**config.mk**
```make
export PLATFORM = sky130hd
export DESIGN_NAME = cti_window_acc
export DESIGN_NICKNAME = d
export VERILOG_FILES = /design/src/sv/cti_pkg.sv /design/src/sv/cti_window_acc.sv
export SDC_FILE = /design/constraint.sdc
export NUM_CORES = 1
export LEC_CHECK = 0
export CAP_MARGIN = 20
export CORE_ASPECT_RATIO = 1.75
export CORE_UTILIZATION = 63
export DETAILED_ROUTE_END_ITERATION = 16
export DONT_BUFFER_PORTS = 1
export PLACE_DENSITY = 0.88
export SYNTH_ARGS = -nofsm -noshare
export SYNTH_HDL_FRONTEND = slang
export SYNTH_SLANG_ARGS = --single-unit
```
**constraint.sdc**
```tcl
create_clock -name clk -period 4.02 [get_ports clk]
set_clock_uncertainty 0.1 [all_clocks]
set_input_delay 0.201 -clock clk [delete_from_list [all_inputs] [get_ports clk]]
set_output_delay 0.201 -clock clk [all_outputs]
set_load 0.02 [all_outputs]
```
**src/sv/cti_pkg.sv**
```systemverilog
`default_nettype none

package cti_pkg;

	localparam int ACTION_W = 2;
	localparam int SECTOR_W = 4;
	localparam int SUBSEC_W = 3;
	localparam int ETABIN_W = 4;
	localparam int ENERGY_W = 16;
	localparam int ADC_W    = 9;
	localparam int RING_W   = 12;
	localparam int WIN_W    = 13;
	// window accumulator: 24 towers of 511 need 14 bits before saturation
	localparam int WACC_W   = 14;
	localparam int LIMIT_W  = 13;
	localparam int FRAC_W   = 4;
	localparam int APB_AW   = 3;
	localparam int APB_DW   = 32;

	localparam logic [ACTION_W-1:0] ACT_CLEAR = 2'd0;
	localparam logic [ACTION_W-1:0] ACT_HIT   = 2'd1;
	localparam logic [ACTION_W-1:0] ACT_QUERY = 2'd2;

	localparam logic [LIMIT_W-1:0] ISO_LIMIT_RST   = 13'd0;
	localparam logic [LIMIT_W-1:0] STORE_LIMIT_RST = 13'd256;

	localparam logic REG_ISO_LIMIT   = 1'b0;
	localparam logic REG_STORE_LIMIT = 1'b1;

	typedef enum logic [2:0] {
		ST_CLEAR,
		ST_IDLE,
		ST_QUERY,
		ST_LAST,
		ST_DONE
	} cti_state_t;

	// tag that travels with one grid read of a query
	typedef struct packed {
		logic start;    // new query, zero the sums
		logic valid;    // read data belongs to a window position
		logic in_grid;  // position lies inside the grid
		logic centre;   // centre tower
		logic ring;     // one of the eight adjacent towers
	} cti_acc_ctl_t;

endpackage

`default_nettype wire

```
**src/sv/cti_window_acc.sv**
```systemverilog
`default_nettype none

module cti_window_acc
	import cti_pkg::*;
(
	input  wire logic             clk,
	input  wire logic             arst_n,
	input  wire cti_acc_ctl_t     ctl,
	input  wire logic [ADC_W-1:0] rdata,
	output logic [ADC_W-1:0]      centre,
	output logic [RING_W-1:0]     ring_sum,
	output logic [WACC_W-1:0]     window_sum
);

	logic [ADC_W-1:0]  centre_q;
	logic [RING_W-1:0] ring_q;
	logic [WACC_W-1:0] window_q;

	always_ff @(posedge clk or negedge arst_n) begin
		if (!arst_n) begin
			centre_q <= '0;
			ring_q   <= '0;
			window_q <= '0;
		end else if (ctl.start) begin
			centre_q <= '0;
			ring_q   <= '0;
			window_q <= '0;
		end else if (ctl.valid && ctl.in_grid) begin
			if (ctl.centre) begin
				centre_q <= rdata;
			end else begin
				window_q <= window_q + WACC_W'(rdata);
				if (ctl.ring) begin
					ring_q <= ring_q + RING_W'(rdata);
				end
			end
		end
	end

	assign centre     = centre_q;
	assign ring_sum   = ring_q;
	assign window_sum = window_q;

endmodule

`default_nettype wire

```
==> flow_metrics.tcl <==
set metrics [dict create \
    grt_pass1_vias 1973 \
    placedCellCount 282 \
    numCtsBuffers 5 \
    max_freq_mhz 393.9 \
    timing.setup.tns_ns 0 \
    p_seq_share_pct 43.5 \
    area_delta_synth_final_pct 13.31 \
    vias_per_cell 6.776 \
    portBuffers 0 \
    synth-edff-count 0 \
    cts-resized-gates 0 \
    worstRegToRegCells 7 \
    vias 2053 \
    crit_end "ring_sum[8]" \
    antenna_found_initial 0 \
    start_util_pct 66.80 \
    switching_share_pct 28.28 \
    post-route-period-util_pct 63.15 \
    final_common_cell "dfrtp_1" \
    dieWidth_um 47.61 \
    syn_area_um2 2293 \
    syn_avg_cell_area_um2 9.399 \
    max_cap_viol_count 0 \
    arrival_ns 2.61 \
    fin_ws_ns 1.481 \
    path_max_fanout 3 \
    grt_max_degree 36 \
    min_path_type "in -> reg" \
    ant_nets 0 \
    critPathLaunchType "flip-flop" \
    dp_worst_setup_slack_ns 1.573 \
    ys_warn_count 0 \
    drc 0 \
    drt_iter0_drc 80 \
    cts_buffer_depth 2 \
    clock-sinks 35 \
    grt.total_usage_pct 34.39 \
    grt_overflow 0 \
    end_kind "flip-flop" \
    peakVddDrop_mv 0.3179 \
    yosysSeqAreaShare_pct 38.19 \
    root_buffer "clkbuf_8" \
    n_antenna_cell 0 \
    path_class "reg -> reg" \
    synth_top_area_share_pct 38.19 \
    synth.area.top_cells "dfrtp_1 (38%), ha_1 (9.8%), a21oi_1 (6.3%)" \
    drive_gt1_share_pct 6.977 \
    dr.pass1.iters 7 \
    hold_viol_final 0 \
    clkTransAtPathRegs_ns 0.08 \
    critPathLaunch "ring_sum[0]" \
    fin_cells 303 \
    finalPower_mw 0.9444 \
    pin_count 51 \
    worst_pin_slew_ns 0.8646 \
    clock_power_share_pct 41.1 \
    core_area_um2 3433 \
    layout_common_cells "dfrtp_1 (35), nand2_1 (34), a21oi_1 (29)" \
    power_density_nw_per_um2 363.4 \
    synthArstFlopShare_pct 100.0 \
    pwr-share-comb_pct 15.4 \
    outcome "finished, final reports clean" \
    rsz0062_at_grt "no" \
    h-tree-depth 2 \
    r2r-start "ring_sum[0]" \
    die_height_um 81.82 \
    setup_viol 0 \
    slew_headroom_pct 42.15 \
    p_int_mw 0.6773 \
    fp.dieArea_um2 3895 \
    wire_per_inst_um 20.60 \
    leakage_nw 1.162 \
    synth_top_flop_cell "dfrtp_1" \
    ys_types 46 \
    ys_ff_latch 35 \
    synth_top_cell_by_area "dfrtp_1" \
    num_rows 28 \
    nNetsFinal 293 \
    grt_pass1_wl_mm 9.377 \
    timing.rr.end "ring_sum[8]" \
    routabilityCongestion 0.8829 \
    drt_wl_total_mm 6.241 \
    worstSkewPairLatency_ns 0.29 \
    crit_required_ns 4.09 \
    min_period_ns 2.539 \
    worst-r2r-setup-slack_ns 1.48 \
    synth_nets 280 \
    dpl.hpwl_mm 4.216 \
    cts_tree "built" \
    netlist_instances 244 \
    maxSlewViolCount 0 \
    p_sw_mw 0.2670 \
]
cells by family (layout without fill, tap and decap cells):
kind of cell,after synthesis,after routing,share of synthesized area (%)
fa+ha+maj,20,20,11.57
mux,1,1,0.4910
simple gates,74,74,15.00
buf+inv,12,26,2.182
flops,35,35,38.19
xor+xnor,12,12,4.583
compound gates,90,90,27.99
worst max-delay path, stage by stage (launching register included):
cell	delay [ns]
dfrtp_1	0.47
ha_1	0.27
fa_1	0.44
a211oi_1	0.38
nor2_1	0.13
o41ai_2	0.35
xor2_1	0.17
o21ai_0	0.09
synthesized netlist by cell type (2+ instances only):
library cell,n
dfrtp_1,35
nand2_1,34
a21oi_1,29
ha_1,18
o21ai_0,15
nor2_1,14
xor2_1,8
a21o_1,5
a22o_1,5
nor2b_1,5
a32o_1,4
buf_2,4
inv_1,4
nand3_1,4
nor4_1,4
o211ai_1,4
xnor2_1,4
a211oi_1,3
clkbuf_1,3
nand2b_1,3
o21bai_1,3
o31ai_1,3
or3_1,3
a311oi_1,2
a31oi_1,2
and3_1,2
fa_1,2
nand4_1,2
o21a_1,2
o41ai_2,2
sequential cells by signal (all words and copies together), names as in the netlist:
| signal | count |
|---|---|
| window_sum | 14 |
| ring_sum | 12 |
| centre | 9 |
cell type report:
cell class / instances / area (µm²)
Inverter: 4 / 15.01
Fill cell: 265 / 834.6
Tap cell: 45 / 56.30
Timing Repair Buffer: 14 / 147.6
Clock buffer: 5 / 68.82
Sequential cell: 35 / 875.8
Multi-Input combinational cell: 197 / 1368
Clock inverter: 3 / 67.56
through the flow:
| stage | util [%] | instance area [µm²] | hold WS (ns) |
|---|---|---|---|
| after floorplan | - | 2293 | -0.1946 |
| after CTS | 75.69 | 2599 | 0.03312 |
| after global placement | 67.64 | 2322 | -0.1939 |
| after detailed placement | 67.64 | 2322 | -0.1939 |
| after global routing | 75.69 | 2599 | 0.05672 |
| final | 75.69 | 2599 | 0.04069 |
worst min-delay path by stage:
| stage | start | endpoint | slack (ns) | cells after the start |
|---|---|---|---|---|
| floorplan | arst_n | centre[0] | -0.19 | 0 |
| global placement | arst_n | ring_sum[11] | -0.19 | 0 |
| detailed placement | arst_n | ring_sum[11] | -0.19 | 0 |
| CTS | ctl[4] | ring_sum[11] | 0.03 | 3 |
| global route | ctl[4] | ring_sum[11] | 0.06 | 3 |
| finish | ctl[4] | ring_sum[11] | 0.04 | 3 |
power groups by stage:
stage               sequential (mW)  combinational [mW]  clock, mW
finish                        0.411               0.145      0.388
global route                  0.414               0.158      0.401
CTS                           0.411               0.142      0.390
detailed placement            0.417               0.119          0
global placement              0.416               0.115          0
floorplan                     0.412               0.103          0
metal layers:
metal | up-vias | wire (µm) | GRT usage, %
li1 | 941 | - | -
met1 | 992 | 2142 | 37.77
met2 | 99 | 3487 | 61.64
met3 | 21 | 436 | 7.033
met4 | 0 | 176 | 12.78
met5 | - | 0 | 0
repair_timing:
| item | 4_1_cts | 5_1_grt |
|---|---|---|
| setup buffers | 0 | 0 |
| hold buffers | 13 | 0 |
| endpoints found under the hold margin | 51 | 0 |
(Power assumes the default switching activity.)
