## config.mk

```make
export PLATFORM = sky130hd
export DESIGN_NAME = cti_apb_regs
export DESIGN_NICKNAME = d
export VERILOG_FILES = /design/src/sv/cti_pkg.sv /design/src/sv/cti_apb_regs.sv
export SDC_FILE = /design/constraint.sdc
export NUM_CORES = 1
export LEC_CHECK = 0
export BUFFER_PORTS_ARGS = -buffer_cell sky130_fd_sc_hd__buf_2
export CAP_MARGIN = 20
export CELL_PAD_IN_SITES_DETAIL_PLACEMENT = 1
export CELL_PAD_IN_SITES_GLOBAL_PLACEMENT = 1
export CORE_MARGIN = 5
export CORE_UTILIZATION = 33
export CTS_BUF_LIST = sky130_fd_sc_hd__clkbuf_4 sky130_fd_sc_hd__clkbuf_8
export DETAILED_ROUTE_END_ITERATION = 16
export PLACE_DENSITY = 0.9
export SYNTH_ARGS = -nofsm -noshare
export SYNTH_HDL_FRONTEND = slang
export SYNTH_SLANG_ARGS = --single-unit
```

## constraint.sdc

```tcl
create_clock -name clk -period 1.9 [get_ports clk]
set_input_delay 0.19 -clock clk [delete_from_list [all_inputs] [get_ports clk]]
set_output_delay 0.19 -clock clk [all_outputs]
set_load 0.01 [all_outputs]
```

## src/sv/cti_pkg.sv

```systemverilog
`default_nettype none

package cti_pkg;

	localparam int ACTION_W = 2;
	localparam int SECTOR_W = 4;
	localparam int SUBSEC_W = 3;
	localparam int ETABIN_W = 4;
	localparam int ENERGY_W = 16;
	localparam int ADC_W    = 9;
	localparam int RING_W   = 12;
	localparam int WIN_W    = 13;
	// window accumulator: 24 towers of 511 need 14 bits before saturation
	localparam int WACC_W   = 14;
	localparam int LIMIT_W  = 13;
	localparam int FRAC_W   = 4;
	localparam int APB_AW   = 3;
	localparam int APB_DW   = 32;

	localparam logic [ACTION_W-1:0] ACT_CLEAR = 2'd0;
	localparam logic [ACTION_W-1:0] ACT_HIT   = 2'd1;
	localparam logic [ACTION_W-1:0] ACT_QUERY = 2'd2;

	localparam logic [LIMIT_W-1:0] ISO_LIMIT_RST   = 13'd0;
	localparam logic [LIMIT_W-1:0] STORE_LIMIT_RST = 13'd256;

	localparam logic REG_ISO_LIMIT   = 1'b0;
	localparam logic REG_STORE_LIMIT = 1'b1;

	typedef enum logic [2:0] {
		ST_CLEAR,
		ST_IDLE,
		ST_QUERY,
		ST_LAST,
		ST_DONE
	} cti_state_t;

	// tag that travels with one grid read of a query
	typedef struct packed {
		logic start;    // new query, zero the sums
		logic valid;    // read data belongs to a window position
		logic in_grid;  // position lies inside the grid
		logic centre;   // centre tower
		logic ring;     // one of the eight adjacent towers
	} cti_acc_ctl_t;

endpackage

`default_nettype wire

```

## src/sv/cti_apb_regs.sv

```systemverilog
`default_nettype none

module cti_apb_regs
	import cti_pkg::*;
(
	input  wire logic              clk,
	input  wire logic              arst_n,
	input  wire logic              psel,
	input  wire logic              penable,
	input  wire logic              pwrite,
	input  wire logic [APB_AW-1:0] paddr,
	input  wire logic [APB_DW-1:0] pwdata,
	output logic [APB_DW-1:0]      prdata,
	output logic                   pready,
	output logic [LIMIT_W-1:0]     iso_limit,
	output logic [LIMIT_W-1:0]     store_limit
);

	logic [LIMIT_W-1:0] iso_limit_q;
	logic [LIMIT_W-1:0] store_limit_q;
	logic               wr_en;

	assign pready = 1'b1;
	assign wr_en  = psel && penable && pwrite && pready;

	always_ff @(posedge clk or negedge arst_n) begin
		if (!arst_n) begin
			iso_limit_q   <= ISO_LIMIT_RST;
			store_limit_q <= STORE_LIMIT_RST;
		end else if (wr_en) begin
			if (paddr[2] == REG_STORE_LIMIT) begin
				store_limit_q <= pwdata[LIMIT_W-1:0];
			end else begin
				iso_limit_q <= pwdata[LIMIT_W-1:0];
			end
		end
	end

	always_comb begin
		if (paddr[2] == REG_STORE_LIMIT) begin
			prdata = APB_DW'(store_limit_q);
		end else begin
			prdata = APB_DW'(iso_limit_q);
		end
	end

	assign iso_limit   = iso_limit_q;
	assign store_limit = store_limit_q;

endmodule

`default_nettype wire

```

==> flow_metrics.py, run 1 <==
metrics = {
    "worst_setup_path": {
        "worstSetupStartpointType": "input port",
        "critical_path_class": "in2out",
        "slowest_delay_ns": 0.33,
        "required_ns": 1.71,
        "crit_top_cell": "buf_2",
        "critPathMaxFanout": 11,
        "cpMaxStageDelayCell": "mux2_2",
        "path_buf_inv": 3,
        "crit_chain": "buf_2, buf_4, mux2_2, buf_2",
        "crit_arrival_ns": 1.15,
        "path_delay_family": "buffers and inverters",
        "cp-end-kind": "output pin",
        "ff2ff_setup_slack_ns": 1.11,
    },
    "global_route": {
        "grt_max_degree": 27,
        "grt_pass1_wl_um": 4788,
        "grt_use_total": 0.1172,
        "overflow": 0,
        "grt_pass1_vias": 916,
        "antenna_found_initial": 0,
    },
    "placed_design": {
        "dp_hpwl_um": 2349,
        "place.gp.congestion": 0.6702,
        "placed_cells": 196,
        "pre_cts_slack_ns": 0.5382,
        "buffer_ports.inserted": 57,
        "placed_area_mm2": 0.001603,
    },
    "clock_tree": {
        "clkSinkCount": 26,
        "cts_tree": "built",
        "post_cts_buffers": 0,
        "insertion_delay_ns": 0.27,
        "htree_levels": 1,
        "cts_buffers": 3,
        "clockBufferDepth": 2,
        "cts_resized": 0,
        "clkTransAtPathRegs_ns": 0.09,
        "root_buffer": "clkbuf_8",
    },
    "run": {
        "cap_viol_max_count": 0,
    },
    "floorplanning": {
        "die_x_um": 73.87,
        "die_y_um": 73.87,
        "rows": 23,
        "dieArea_mm2": 0.005457,
        "start_util": 0.3390,
        "io_pins": 99,
        "core-area_mm2": 0.003971,
    },
    "detailed_routing": {
        "drt_iter0_drc": 8,
        "via_count": 887,
        "drc": 0,
        "antenna_left": 0,
        "vias_per_cell": 4.413,
        "drt_pass1_iterations": 3,
        "drt_wl_total_um": 3056,
        "wl_per_cell_um": 15.20,
    },
    "timing": {
        "final_max_slew_viol_count": 0,
        "slew_headroom": 0.6037,
        "fin_hold_ws_ns": 0.1584,
        "period_minus_slack_ns": 1.336,
        "rsz0062_at_grt": "no",
        "worst_pin_slew_ns": 0.5945,
        "setup_ws_ns": 0.5641,
        "period_share": 0.7031,
        "hold_viol": 0,
        "fin_setup_tns_ns": 0,
        "finalSetupViolations": 0,
        "skew_ns": 0,
        "fmax_mhz": 748.5,
    },
    "synth": {
        "synth_edf_count": 0,
        "yosys.cell_count.top_type": "mux2_2",
        "async_reset_ff_frac": 1.000,
        "synth_top_cell_by_area": "dfrtp_1",
        "yosys_warnings": 0,
        "synth_cells": 92,
        "synth_ff_type": "dfrtp_1",
        "seq_area_frac_synth": 0.4842,
        "avgSynthCellArea_um2": 14.63,
        "yosysUniqueCellTypes": 10,
        "syn_area_mm2": 0.001346,
        "netlist_top_cells_area": "dfrtp_1, mux2_2, buf_4, mux2_4, dfstp_2",
        "synth_top_cell_area_share": 0.4647,
        "ys_ff_latch": 26,
        "synth_common_cells": "mux2_2, dfrtp_1, buf_4, mux2_4, conb_1",
    },
    "cells_and_area": {
        "final_util": 0.4184,
        "final_area_mm2": 0.001662,
        "nNetsFinal": 192,
        "area_delta_synth_final_pct": 23.42,
        "finalNonFillerCells": 201,
        "final_layout_size_suffix_gt1_frac": 0.6954,
        "diodes": 0,
    },
    "min_path": {
        "hold_path_class": "in2reg",
    },
    "power": {
        "leakage_nw": 0.8890,
        "powerDensity_mw_per_mm2": 1013,
        "p_int_mw": 1.157,
        "pwr-share-clk": 0.200,
        "p_comb_frac": 0.348,
        "ir_worst_vdd_uv": 528.1,
        "power.switching_mw": 0.5260,
        "p_seq_frac": 0.452,
        "swShare": 0.3125,
        "power_mw": 1.683,
    },
    "status": {
        "status": "complete, no violations",
    },
}
## area by class of cell
class                           count  area (um2)
Tap cell                           50       62.56
Clock buffer                        4       48.80
Multi-Input combinational cell     61       588.1
Fill cell                         441        2310
Sequential cell                    26       651.9
Timing Repair Buffer               60       310.3
## power by group through the flow
stage / clock network, mW / logic [mW] / registers, mW
3_5_place_dp: 0 / 0.596 / 0.776
5_1_grt: 0.390 / 0.637 / 0.781
6_report: 0.336 / 0.585 / 0.761
4_1_cts: 0.359 / 0.599 / 0.765
2_1_floorplan: 0 / 0.304 / 0.825
3_3_place_gp: 0 / 0.580 / 0.769
## layer usage
| metal | vias to the layer above | share of wire | routed length (um) | track usage |
|---|---|---|---|---|
| met5 | - | 0 | 0 | 0 |
| li1 | 399 | - | - | - |
| met1 | 442 | 0.40 | 1212 | 0.1455 |
| met2 | 44 | 0.50 | 1528 | 0.1909 |
| met3 | 2 | 0.097 | 297 | 0.04378 |
| met4 | 0 | 0.0059 | 18 | 0.03018 |
## logic make-up after synthesis
family | synth area share
AND/OR/NAND/NOR | 0.02695
other | 0.005578
multiplexers | 0.3541
buffers and inverters | 0.1292
flip-flops | 0.4842
## sequential cells by signal, indices dropped and copies added, names as in the netlist
signal       count
store_limit     13
iso_limit       13
## repair_timing
item	4_1_cts	5_1_grt
hold buffers	1	0
endpoints found under the hold margin	25	0
endpoints found under the setup margin	0	0
## worst paths after layout
kind                                       startpoint                    endpoint  cells after the start
setup / recovery                             paddr[2]                   prdata[4]                      4
hold / removal                              pwdata[0]    iso_limit[0]$_DFFE_PN0P_                      2
setup reg to reg           store_limit[0]$_DFFE_PN0P_  store_limit[0]$_DFFE_PN0P_                      1
hold reg to reg             iso_limit[11]$_DFFE_PN0P_   iso_limit[11]$_DFFE_PN0P_                      1
max in group asynchronous                      arst_n  store_limit[9]$_DFFE_PN0P_                      2
min in group asynchronous                      arst_n  store_limit[0]$_DFFE_PN0P_                      2
## cells in the final DEF (no fill, tap or decap), drive strengths merged
cell	count
conb	20
dlygate4sd3	1
dfrtp	25
mux2	39
buf	59
nand4	1
dfstp	1
nand4b	1
clkbuf	4
Power figures use the tool's default switching activity.
==> run 2: changes to the inputs <==
--- a/config.mk
+++ b/config.mk
@@ -10,10 +10,10 @@
 export CELL_PAD_IN_SITES_DETAIL_PLACEMENT = 1
 export CELL_PAD_IN_SITES_GLOBAL_PLACEMENT = 1
 export CORE_MARGIN = 5
-export CORE_UTILIZATION = 33
+export CORE_UTILIZATION = 27
 export CTS_BUF_LIST = sky130_fd_sc_hd__clkbuf_4 sky130_fd_sc_hd__clkbuf_8
 export DETAILED_ROUTE_END_ITERATION = 16
-export PLACE_DENSITY = 0.9
+export PLACE_DENSITY = 0.8
 export SYNTH_ARGS = -nofsm -noshare
 export SYNTH_HDL_FRONTEND = slang
 export SYNTH_SLANG_ARGS = --single-unit
==> constraint.sdc (replaced) <==
create_clock -name clk -period 1.1 [get_ports clk]
set_input_delay 0.11 -clock clk [delete_from_list [all_inputs] [get_ports clk]]
set_output_delay 0.11 -clock clk [all_outputs]
set_load 0.01 [all_outputs]
==> run 2 against run 1 <==
  * The run now ends with setup timing left
  * Power is 100% higher
  * Worst setup slack worse by 0.66 ns
  * Largest power group is now combinational cells
  * Cell area is 20% higher
  * Largest cell class unchanged
  * Critical path depth is 2 lower
==> flow_metrics.py, run 2 (same netlist as run 1, synthesis figures left out) <==
metrics = {
    "worst_setup_path": {
        "critical_path_class": "reg2out",
        "critPathMaxFanout": 3,
        "ff2ff_setup_slack_ns": 0.19,
        "worstSetupStartpointType": "flip-flop",
        "crit_arrival_ns": 1.09,
        "required_ns": 0.99,
        "cp-end-kind": "output pin",
    },
    "global_route": {
        "grt_max_degree": 15,
        "grt_pass1_wl_um": 5492,
        "overflow": 0,
        "grt_pass1_vias": 1089,
        "antenna_found_initial": 0,
        "grt_use_total": 0.1081,
    },
    "detailed_routing": {
        "vias_per_cell": 4.050,
        "antenna_left": 0,
        "wl_per_cell_um": 14.86,
        "drt_pass1_iterations": 2,
        "via_count": 964,
        "drt_iter0_drc": 18,
        "drt_wl_total_um": 3537,
        "drc": 0,
    },
    "floorplanning": {
        "die_x_um": 80.62,
        "io_pins": 99,
        "dieArea_mm2": 0.006499,
        "core-area_mm2": 0.004786,
        "start_util": 0.2813,
        "die_y_um": 80.62,
        "rows": 25,
    },
    "placed_design": {
        "place.gp.congestion": 0.6935,
        "dp_hpwl_um": 2574,
        "placed_area_mm2": 0.001684,
        "buffer_ports.inserted": 57,
        "placed_cells": 216,
    },
    "power": {
        "powerDensity_mw_per_mm2": 1716,
        "ir_worst_vdd_uv": 558.2,
        "leakage_nw": 1.063,
    },
    "timing": {
        "hold_viol": 0,
        "fin_setup_tns_ns": -0.9432,
        "skew_ns": 0,
        "period_share": 1.088,
        "final_max_slew_viol_count": 0,
        "fin_hold_ws_ns": 0.07900,
        "period_minus_slack_ns": 1.197,
        "fmax_mhz": 835.8,
        "finalSetupViolations": 13,
        "rsz0062_at_grt": "yes",
        "setup_ws_ns": -0.09652,
    },
    "clock_tree": {
        "clockBufferDepth": 2,
        "cts_tree": "built",
        "root_buffer": "clkbuf_8",
        "htree_levels": 1,
        "cts_buffers": 3,
        "clkTransAtPathRegs_ns": 0.09,
        "insertion_delay_ns": 0.27,
        "clkSinkCount": 26,
    },
    "cells_and_area": {
        "final_area_mm2": 0.001988,
        "layout_commonest_cell": "buf_2",
        "area_delta_synth_final_pct": 47.68,
        "final_layout_size_suffix_gt1_frac": 0.7310,
        "regArea_um2": 651.9,
        "nFillCells": 530,
        "final_cell_mix": "buf_2, dfrtp_1, mux2_2, conb_1, buf_4",
        "finalNonFillerCells": 238,
        "diodes": 0,
        "nNetsFinal": 212,
        "multi_input_comb_area_um2": 618.1,
    },
    "status": {
        "status": "finished with violations",
        "violations": "setup timing",
    },
    "min_path": {
        "hold_path_class": "in2reg",
    },
    "run": {
        "cap_viol_max_count": 0,
    },
}
## run 2: power breakdown
group          switching [mW]  internal, mW  leakage (nW)
Combinational           0.582         0.896         0.724
Clock                   0.305         0.320        0.0288
Sequential              0.136          1.17         0.311
## run 2: final timing paths
path / start / cells after the start / to
max: iso_limit[9]$_DFFE_PN0P_ / 2 / prdata[9]
min: pwdata[11] / 2 / store_limit[11]$_DFFE_PN0P_
max reg2reg: iso_limit[0]$_DFFE_PN0P_ / 2 / iso_limit[0]$_DFFE_PN0P_
min reg2reg: iso_limit[3]$_DFFE_PN0P_ / 1 / iso_limit[3]$_DFFE_PN0P_
max in group asynchronous: arst_n / 3 / store_limit[8]$_DFFE_PN1P_
min in group asynchronous: arst_n / 2 / store_limit[7]$_DFFE_PN0P_
## run 2: worst max-delay path: stages (launching register included)
cell	delay, ns
dfrtp_1	0.41
mux2_4	0.29
buf_6	0.12
## run 2: repair_timing
action | CTS | global route
hold buffers | 1 | 0
resized for setup | 17 | 4
endpoints found under the hold margin | 12 | 0
buffers inserted | 17 | 0
cloned | 0 | 0
setup endpoints to repair | 13 | 13
## run 2: stage by stage
step	total power, mW	setup slack (ns)	util
floorplan	1.949	0.2411	-
finish	3.411	-0.09652	0.4154
global placement	2.357	0.06141	0.3519
global route	3.627	-0.1294	0.4154
detailed placement	2.397	0.02656	0.3519
CTS	3.429	-0.09436	0.4123
## run 2: cell type report
type	instances	share of cell area
flip-flops and latches	26	0.3279
repair buffers	80	0.2914
multi-input cells	61	0.3109
clock buffers	4	0.02769
well taps	67	0.04216
## run 2: routing by layer
metal | global-route usage | part of all wire | up-vias
met5 | 0 | 0 | -
met4 | 0.02027 | 0.0042 | 0
met3 | 0.02803 | 0.072 | 4
met2 | 0.2012 | 0.54 | 42
met1 | 0.1240 | 0.38 | 480
li1 | - | - | 438
==> run 3: changes to the inputs <==
--- a/config.mk
+++ b/config.mk
@@ -14,6 +14,7 @@
 export CTS_BUF_LIST = sky130_fd_sc_hd__clkbuf_4 sky130_fd_sc_hd__clkbuf_8
 export DETAILED_ROUTE_END_ITERATION = 16
 export PLACE_DENSITY = 0.8
+export RECOVER_POWER = 100
 export SYNTH_ARGS = -nofsm -noshare
 export SYNTH_HDL_FRONTEND = slang
 export SYNTH_SLANG_ARGS = --single-unit
==> run 3 against run 2 <==
  * The flow still finishes with violations (setup timing)
  * Combinational power fell by 3%
  * Count of clock-buffer cells in the layout unchanged
  * Critical path depth unchanged
  * Highest routed layer unchanged
  * Sequential cell count did not move
  * Cell area decreased by 1.2%
  * Final cell count unchanged
  * Core utilization down 0.50 points
  * Non-clock buffer count unchanged
  * Register-to-register slack hardly changed
  * Power down 1.5%
  * Clock skew is the same
  * Worst setup slack better by 0.0060 ns
==> flow_metrics.py, run 3 (same netlist as run 1, synthesis figures left out) <==
metrics = {
    "worst_setup_path": {
        "slowest_delay_ns": 0.40,
        "path_delay_family": "flip-flops",
        "crit_chain": "mux2_4, buf_6",
        "cp-end-kind": "output pin",
        "ff2ff_setup_slack_ns": 0.19,
        "path_buf_inv": 1,
        "worstSetupStartpointType": "flip-flop",
        "cpMaxStageDelayCell": "dfrtp_1",
        "required_ns": 0.99,
        "critPathMaxFanout": 3,
        "critical_path_class": "reg2out",
        "crit_arrival_ns": 1.08,
    },
    "floorplanning": {
        "io_pins": 99,
        "start_util": 0.2813,
        "die_x_um": 80.62,
        "die_y_um": 80.62,
        "dieArea_mm2": 0.006499,
        "core-area_mm2": 0.004786,
        "rows": 25,
    },
    "clock_tree": {
        "clkTransAtPathRegs_ns": 0.09,
        "cts_tree": "built",
        "clkSinkCount": 26,
        "insertion_delay_ns": 0.27,
        "clockBufferDepth": 2,
        "cts_buffers": 3,
        "root_buffer": "clkbuf_8",
        "htree_levels": 1,
    },
    "timing": {
        "rsz0062_at_grt": "yes",
        "hold_viol": 0,
        "period_minus_slack_ns": 1.191,
        "period_share": 1.082,
        "skew_ns": 0,
        "setup_ws_ns": -0.09052,
        "final_max_slew_viol_count": 0,
        "slew_headroom": 0.4771,
        "finalSetupViolations": 13,
        "fmax_mhz": 840.0,
        "worst_pin_slew_ns": 0.7843,
        "fin_hold_ws_ns": 0.07495,
        "fin_setup_tns_ns": -0.9519,
    },
    "detailed_routing": {
        "drt_pass1_iterations": 2,
        "drc": 0,
        "vias_per_cell": 4.038,
        "drt_iter0_drc": 12,
        "antenna_left": 0,
        "via_count": 961,
        "wl_per_cell_um": 14.79,
        "drt_wl_total_um": 3520,
    },
    "run": {
        "cap_viol_max_count": 0,
    },
    "cells_and_area": {
        "nNetsFinal": 212,
        "nFillCells": 538,
        "area_delta_synth_final_pct": 45.91,
        "final_layout_size_suffix_gt1_frac": 0.6608,
        "final_cell_mix": "buf_2, dfrtp_1, mux2_2, conb_1, mux2_4",
        "diodes": 0,
        "layout_commonest_cell": "buf_2",
        "final_area_mm2": 0.001964,
    },
    "placed_design": {
        "place.gp.congestion": 0.6935,
        "dp_hpwl_um": 2574,
        "buffer_ports.inserted": 57,
        "placed_area_mm2": 0.001684,
    },
    "min_path": {
        "hold_path_class": "in2reg",
    },
    "status": {
        "status": "finished with violations",
        "violations": "setup timing",
    },
    "global_route": {
        "antenna_found_initial": 0,
        "grt_pass1_wl_um": 5492,
        "grt_pass1_vias": 1089,
        "grt_use_total": 0.1081,
        "grt_max_degree": 15,
        "overflow": 0,
    },
    "power": {
        "leakage_nw": 1.023,
        "powerDensity_mw_per_mm2": 1710,
        "ir_worst_vdd_uv": 553.1,
    },
}
-- run 3: power breakdown --
group          switching, mW  internal [mW]
clock network          0.304          0.320
logic                  0.584          0.846
registers              0.135           1.17
total                   1.02           2.34
-- run 3: worst register-to-register path, cell delays in order (launching register included) --
cell	delay, ns
dfrtp_1	0.40
buf_4	0.14
mux2_2	0.26
-- run 3: final timing paths --
kind,start,cells past startpoint,to
min reg2reg,iso_limit[11]$_DFFE_PN0P_,1,iso_limit[11]$_DFFE_PN0P_
min,pwdata[7],2,store_limit[7]$_DFFE_PN0P_
max,iso_limit[9]$_DFFE_PN0P_,2,prdata[9]
max reg2reg,store_limit[12]$_DFFE_PN0P_,2,store_limit[12]$_DFFE_PN0P_
min in group asynchronous,arst_n,2,iso_limit[12]$_DFFE_PN0P_
max in group asynchronous,arst_n,3,store_limit[8]$_DFFE_PN1P_
-- run 3: layer usage --
layer / vias up / part of all wire / track usage
li1: 436 / - / -
met1: 479 / 0.39 / 0.1240
met2: 42 / 0.54 / 0.2012
met3: 4 / 0.072 / 0.02803
met4: 0 / 0.0043 / 0.02027
met5: - / 0 / 0
-- run 3: stage by stage --
| step | util | instances | setup slack [ns] | power [mW] |
|---|---|---|---|---|
| global route | 0.4105 | 238 | -0.1294 | 3.576 |
| floorplan | - | 110 | 0.2411 | 1.949 |
| CTS | 0.4123 | 238 | -0.09436 | 3.429 |
| detailed placement | 0.3519 | 216 | 0.02656 | 2.397 |
| finish | 0.4105 | 238 | -0.09052 | 3.359 |
| global placement | 0.3519 | 216 | 0.06141 | 2.357 |
-- run 3: layout make-up --
type	instances	area [um2]	share of cell area
multi-input combinational	61	614.3	0.3127
tap	67	83.83	0.04268
timing repair buffer	80	559.3	0.2847
sequential	26	651.9	0.3318
clock buffer	4	55.05	0.02803
-- run 3: repair_timing --
| item | CTS | global route |
|---|---|---|
| cloned | 0 | 0 |
| hold endpoints to repair | 12 | 0 |
| hold buffers | 1 | 0 |
| endpoints found under the setup margin | 13 | 13 |
| setup buffers | 17 | 0 |
| gates resized for setup | 17 | 4 |
